### config.mk
export PLATFORM = sky130hd
export DESIGN_NAME = ncm_search_step
export DESIGN_NICKNAME = d
export VERILOG_FILES = /design/src/hw/rtl/ncm_pkg.sv /design/src/hw/rtl/ncm_search_step.sv
export SDC_FILE = /design/constraint.sdc
export NUM_CORES = 2
export LEC_CHECK = 0
export ABC_AREA = 1
export CAP_MARGIN = 20
export CORE_MARGIN = 1.5
export CORE_UTILIZATION = 45
export CTS_CLUSTER_DIAMETER = 60
export CTS_CLUSTER_SIZE = 24
export DETAILED_ROUTE_END_ITERATION = 8
export DONT_BUFFER_PORTS = 1
export PLACE_DENSITY_LB_ADDON = 0.05
export SYNTH_ARGS = -nofsm -noshare
export SYNTH_HDL_FRONTEND = slang
export SYNTH_SLANG_ARGS = --single-unit
### constraint.sdc
create_clock -name aclk -period 17.1 [get_ports aclk]
set_input_delay 2.565 -clock aclk [delete_from_list [all_inputs] [get_ports aclk]]
set_output_delay 2.565 -clock aclk [all_outputs]
set_load 0.005 [all_outputs]
### src/hw/rtl/ncm_pkg.sv
// ----------------------------------------------------------------------------
// Normalization cube map package
// Shared widths, face codes, search state and helpers for the texel pipeline.
// ----------------------------------------------------------------------------
package ncm_pkg;

    // Texels along one face edge
    localparam int FACE_SIZE = 32;

    // Field widths
    localparam int FACE_W  = 3;
    localparam int COL_W   = 5;
    localparam int ROW_W   = 5;
    localparam int CH_W    = 8;

    // Direction vector arithmetic, in half-texel units
    localparam int COORD_W = $clog2(FACE_SIZE + 64) + 1;
    localparam int MAG_W   = COORD_W - 1;
    localparam int SQ_W    = 2 * MAG_W;
    localparam int N_W     = SQ_W + 2;
    localparam int DSQ_W   = 2 * CH_W;
    localparam int RHS_W   = DSQ_W + SQ_W;
    localparam int LHS_W   = DSQ_W + N_W;

    // 255 squared
    localparam logic [DSQ_W-1:0] PACK_SQ = DSQ_W'((2**CH_W - 1) * (2**CH_W - 1));

    // Face codes
    localparam logic [FACE_W-1:0] FACE_POS_X = 3'd0;
    localparam logic [FACE_W-1:0] FACE_NEG_X = 3'd1;
    localparam logic [FACE_W-1:0] FACE_POS_Y = 3'd2;
    localparam logic [FACE_W-1:0] FACE_NEG_Y = 3'd3;
    localparam logic [FACE_W-1:0] FACE_POS_Z = 3'd4;
    localparam logic [FACE_W-1:0] FACE_NEG_Z = 3'd5;

    typedef logic signed [COORD_W-1:0] coord_t;

    // State of the per-channel byte search carried down the pipeline
    typedef struct packed {
        logic                      bad;    // face code names no face
        logic [2:0]                neg;    // component sign
        logic [N_W-1:0]            n;      // squared vector length
        logic [2:0][RHS_W-1:0]     rhs;    // 255^2 * c^2
        logic [2:0][CH_W-1:0]      k;      // byte found so far
        logic [CH_W-1:0]           probe;  // bit under test
    } srch_t;

    // |2*cand - 255| for a byte candidate; always odd
    function automatic logic [CH_W-1:0] dist_mag(input logic [CH_W-1:0] cand);
        dist_mag = {cand[CH_W-1] ? cand[CH_W-2:0] : ~cand[CH_W-2:0], 1'b1};
    endfunction

endpackage

### src/hw/rtl/ncm_search_step.sv
// ----------------------------------------------------------------------------
// Normalization cube map search step
// Decides one bit of each packed channel byte by an exact squared compare.
// ----------------------------------------------------------------------------
module ncm_search_step (
    input  logic           aclk,
    input  logic           aresetn,
    input  logic           in_valid,
    output logic           in_ready,
    input  ncm_pkg::srch_t in_st,
    output logic           out_valid,
    input  logic           out_ready,
    output ncm_pkg::srch_t out_st
);
    import ncm_pkg::*;

    logic              a_vld_reg, b_vld_reg;
    logic              en_a, en_b;
    srch_t             a_st_reg;
    logic [DSQ_W-1:0]  a_dsq_reg  [3];
    logic [DSQ_W-1:0]  dsq_next   [3];
    srch_t             b_st_reg, b_st_next;

    assign en_b     = !b_vld_reg || out_ready;
    assign en_a     = !a_vld_reg || en_b;
    assign in_ready = en_a;

    // Stage A: (2*cand - 255)^2 for the candidate byte
    always_comb begin
        logic [CH_W-1:0] cand, dm;
        for (int i = 0; i < 3; i++) begin
            cand        = in_st.k[i] | in_st.probe;
            dm          = dist_mag(cand);
            dsq_next[i] = DSQ_W'(dm) * DSQ_W'(dm);
        end
    end

    // Stage B: keep the bit when (2*cand - 255) * L <= 255 * c
    always_comb begin
        logic [CH_W-1:0]  cand;
        logic [LHS_W-1:0] lhs, rhs;
        logic             hit;
        b_st_next       = a_st_reg;
        b_st_next.probe = a_st_reg.probe >> 1;
        for (int i = 0; i < 3; i++) begin
            cand = a_st_reg.k[i] | a_st_reg.probe;
            lhs  = LHS_W'(a_dsq_reg[i]) * LHS_W'(a_st_reg.n);
            rhs  = LHS_W'(a_st_reg.rhs[i]);
            if (cand[CH_W-1]) begin
                hit = !a_st_reg.neg[i] && (lhs <= rhs);
            end else begin
                hit = !a_st_reg.neg[i] || (lhs >= rhs);
            end
            if (hit) begin
                b_st_next.k[i] = cand;
            end
        end
    end

    always_ff @(posedge aclk) begin
        if (!aresetn) begin
            a_vld_reg <= 1'b0;
            b_vld_reg <= 1'b0;
        end else begin
            if (en_a) a_vld_reg <= in_valid;
            if (en_b) b_vld_reg <= a_vld_reg;
        end
    end

    always_ff @(posedge aclk) begin
        if (en_a) begin
            a_st_reg  <= in_st;
            a_dsq_reg <= dsq_next;
        end
        if (en_b) begin
            b_st_reg  <= b_st_next;
        end
    end

    assign out_valid = b_vld_reg;
    assign out_st    = b_st_reg;

endmodule

### After elaboration in Yosys (flattened, before gate mapping)

Cells that the tools add are included.
Widths: inputs -> output; s select.

| word-level totals | value |
|---|---|
| register bits | 333 |
| bits in latches | 0 |
| memory bits (writable) | 0 |
| memory bits (read-only) | 0 |
| input port bits | 146 |
| output and inout port bits | 144 |
| logic and storage cells | 68 |
| memories kept | 0 |

| cells by class | value |
|---|---|
| add/subtract/negate cells | 0 |
| multiply operators | 6 |
| divide/modulo/power cells | 0 |
| $lt $le $gt $ge | 6 |
| equality and inequality tests | 0 |
| shifts and indexed selects | 0 |
| muxes and demuxes | 9 |
| bitwise operators | 9 |
| reductions and logical operators | 13 |

Operator list:

| operator | count |
|---|---|
| $ge 32x30->1 | 3 |
| $le 32x30->1 | 3 |
| $mul 16x16->32 | 3 |
| $mul 8x8->16 | 3 |
| $or 8x8->8 | 6 |
| $mux 8 | 3 |
| $mux 7 | 3 |
| $not 7->7 | 3 |
| $logic_not 1->1 | 5 |
| $logic_or 1x1->1 | 5 |
| $logic_and 1x1->1 | 3 |
| $mux 1 | 3 |

### Depth between registers and ports, before layout

| logic depth | value |
|---|---|
| word-level depth | 5 |
| mapped depth | 40 |
| depth with buffers taken out | 38 |

### Worst setup path after synthesis

OpenSTA, ideal clock, no wires.

| timing | value |
|---|---|
| path type | input port to output port |
| start | input out_ready |
| end | output in_ready |
| data arrival time | 6833 ps |
| required time | 14535 ps |
| slack | 7702 ps |
| stages | 2 |
| path buffers | 0 |
| cells stage by stage | inv_1 nand3_1 |

| on the way | value |
|---|---|
| cells in the longest elaborated chain, start to end | 2 |

Ends and longest elaborated chain:

| item | line | text |
|---|---|---|
| from (decl) | ncm_search_step.sv:12 | `input logic out_ready,` |
| $logic_or 1x1->1 | ncm_search_step.sv:24 | `assign en_b = !b_vld_reg \|\| out_ready;` |
| $logic_or 1x1->1 | ncm_search_step.sv:25 | `assign en_a = !a_vld_reg \|\| en_b;` |
| to (decl) | ncm_search_step.sv:9 | `output logic in_ready,` |

No other way between the ends.

==> metrics <==
status finished, final reports clean; H-Tree Depth 2; CTS Root Buffer Type clkbuf_16; first-pass GRT wire length around 160000 µm; Via density 4.78; register area share after synthesis between 20% and 30%; Avg WL per Cell approximately 17 µm; most common cell in the netlist inv_1; Max Slew Vio Count 0; Die X ~310 µm; share of the synthesized area in the top cell type slightly below 30%; Final period util a little under half; synthesis-to-finish area growth 6.58%; nets@finish ~5800; Hold Path Origin a_st_reg[141]$_DFFE_PP_; clock slew seen by the registers of the worst setup and hold paths roughly 0.07 ns; total track usage 22.3%; Distinct cells, synth 46; initial antenna violation count 4; critical path's largest stage delay ~0.76 ns; Clock Latency Late Sink 0.62 ns; WS Path Type reg -> reg; Synth async-reset ratio 0%; number of global-route vias before repair between 20000 and 30000; RSZ-0062 raised after global routing no; minimum clock period ~8.2 ns; Slowest cell on crit path edfxtp_1; final hold vios 0; 1st-pass router iterations 5; Initial Util between 40 and 50%; HP Class reg -> reg; gr ovfl total 0; Synth area leader fa_1; Post-Syn Nets approximately 5900; hold path depth 0; CTS max path bufs 3; fmax 122 MHz; boundary pin count between 200 and 300; TNS Setup 0 ns; top cells by count, synth 1289 x inv_1, 1045 x nand2_1, 612 x fa_1; fill count approximately 8900; drc violations 0; Post-synth top flop edfxtp_1; startpoint types register; chip height 308 µm; hold slack approximately 0.42 ns; die area around 0.095 mm²; hold_buf cts 0; Register Area between 0.009 and 0.01 mm²; Cells after Synth ~4600; DRT Wirelength between 100000 and 150000 µm; number of CTS-inserted buffers 42; max reg flops 142; CTS tree done; Final Non-Filler Cells approximately 5800; I/O Buffers 0; Arr. time, crit path 8.58 ns; Mapped Area around 0.042 mm²; Crit Path Max Fanout 30; RR Startpoint a_st_reg[128]$_DFFE_PP_; worst slack at placement about 9 ns; routability cong. ~0.84; area of the core around 0.092 mm²; dpl hpwl just under 80000 µm; placed cell count around 5700; largest cells by area after synthesis fa_1 29%, edfxtp_1 23%, ha_1 15%, inv_1 12%, nand2_1 9.4%; MaxCap Viol Count 0; share of post-route cells with drive strength above 1 under 10%; initial drt markers 1508; Setup crit end kind register; Required @ worst endpoint between 15 and 20 ns; R2R setup slack about 8.9 ns; Synth Warn # 0; Reg2Reg Depth 33; flops & latches, synth between 300 and 400; Rows around 110; Syn Area/Cell slightly above 9 µm²; number of enable flip-flop cells after synthesis between 300 and 400; largest net degree at the start of global routing 58; ANT nets after route 0; setup bufs post-CTS 0; RR Endpoint out_st[9]$_DFFE_PP_; Final Skew roughly 0.028 ns; worst setup path start a_st_reg[128]$_DFFE_PP_; multi-input logic area 0.0266 mm²; Num Clock Sinks approximately 330; Slew @ Worst Pin 1.02 ns; CTS resizes 0; setup slack after layout a little under 9 ns; Vias between 20000 and 30000; Setup violations, final 0; Hold EP out_st[141]$_DFFE_PP_; worst rel slew slack a little under a third
[worst max-delay path by stage]
stage | endpoint | slack (ns)
after floorplan | in_ready | 7.70
after global placement | out_st[9]$_DFFE_PP_ | 8.90
after detailed placement | out_st[8]$_DFFE_PP_ | 8.82
after CTS | out_st[10]$_DFFE_PP_ | 8.79
after global routing | out_st[11]$_DFFE_PP_ | 8.35
final | out_st[9]$_DFFE_PP_ | 8.89
[worst max-delay path, delay by kind of cell (launching register included)]
kind,cells,cell delay [ns]
compound gates,7,1.30
xor+xnor,1,0.12
fa+ha+maj,8,3.32
buf+inv,6,0.78
flops,1,0.76
simple gates,11,1.63
[cells in the final DEF (no fill, tap or decap), drive strengths merged, types with 3 or more instances in the layout]
cell type,instances
nor4,5
clkinvlp,4
a31oi,22
xor2,91
clkinv,17
nand3,48
o21ai,23
edfxtp,325
clkbuf,43
xnor2,63
nand4,17
inv,1304
nor2,189
o2111ai,4
a21o,12
ha,501
a21oi,133
buf,43
nor3,5
a31o,3
nand2,1063
a211oi,4
fa,612
o21bai,20
a221oi,5
[per-layer routing]
metal	up-vias	global-route usage [%]	routed length (µm)
met5	-	0	0
li1	13500	-	-
met4	0	4.54	1710
met2	559	36.7	47400
met1	13600	31.4	47700
met3	102	3.14	4520
[metrics by stage]
step | utilization (%) | area [µm²]
final | 48.5 | 44600
after global routing | 48.5 | 44600
after CTS | 48.5 | 44600
after detailed placement | 46.9 | 43100
after global placement | 46.9 | 43100
after floorplan | - | 41800
[area by class of cell]
cell class | count | area share [%]
Multi-Input combinational cell | 2834 | 59.6
Sequential cell | 327 | 22.0
Inverter | 1290 | 10.9
Tap cell | 1243 | 3.49
Clock buffer | 43 | 2.41
Clock inverter | 35 | 0.921
Timing Repair Buffer | 43 | 0.724
Antenna cell | 1 | 0.00561
[cell families (layout without fill, tap and decap cells)]
group / count (synthesis) / after routing / share of synthesized area [%]
other: 1 / 2 / 0.00897
adders and majority gates: 1113 / 1113 / 44.3
and+or+nand+nor: 1332 / 1332 / 12.7
AOI/OAI and AO/OA: 234 / 234 / 3.30
DFF: 327 / 327 / 23.4
buffers and inverters: 1458 / 1411 / 13.1
xor gates and xnor gates: 154 / 154 / 3.22
Power is left out: the tool's default activity adds up to more than one toggle a clock period on the data nets, which glitch-free logic cannot reach.
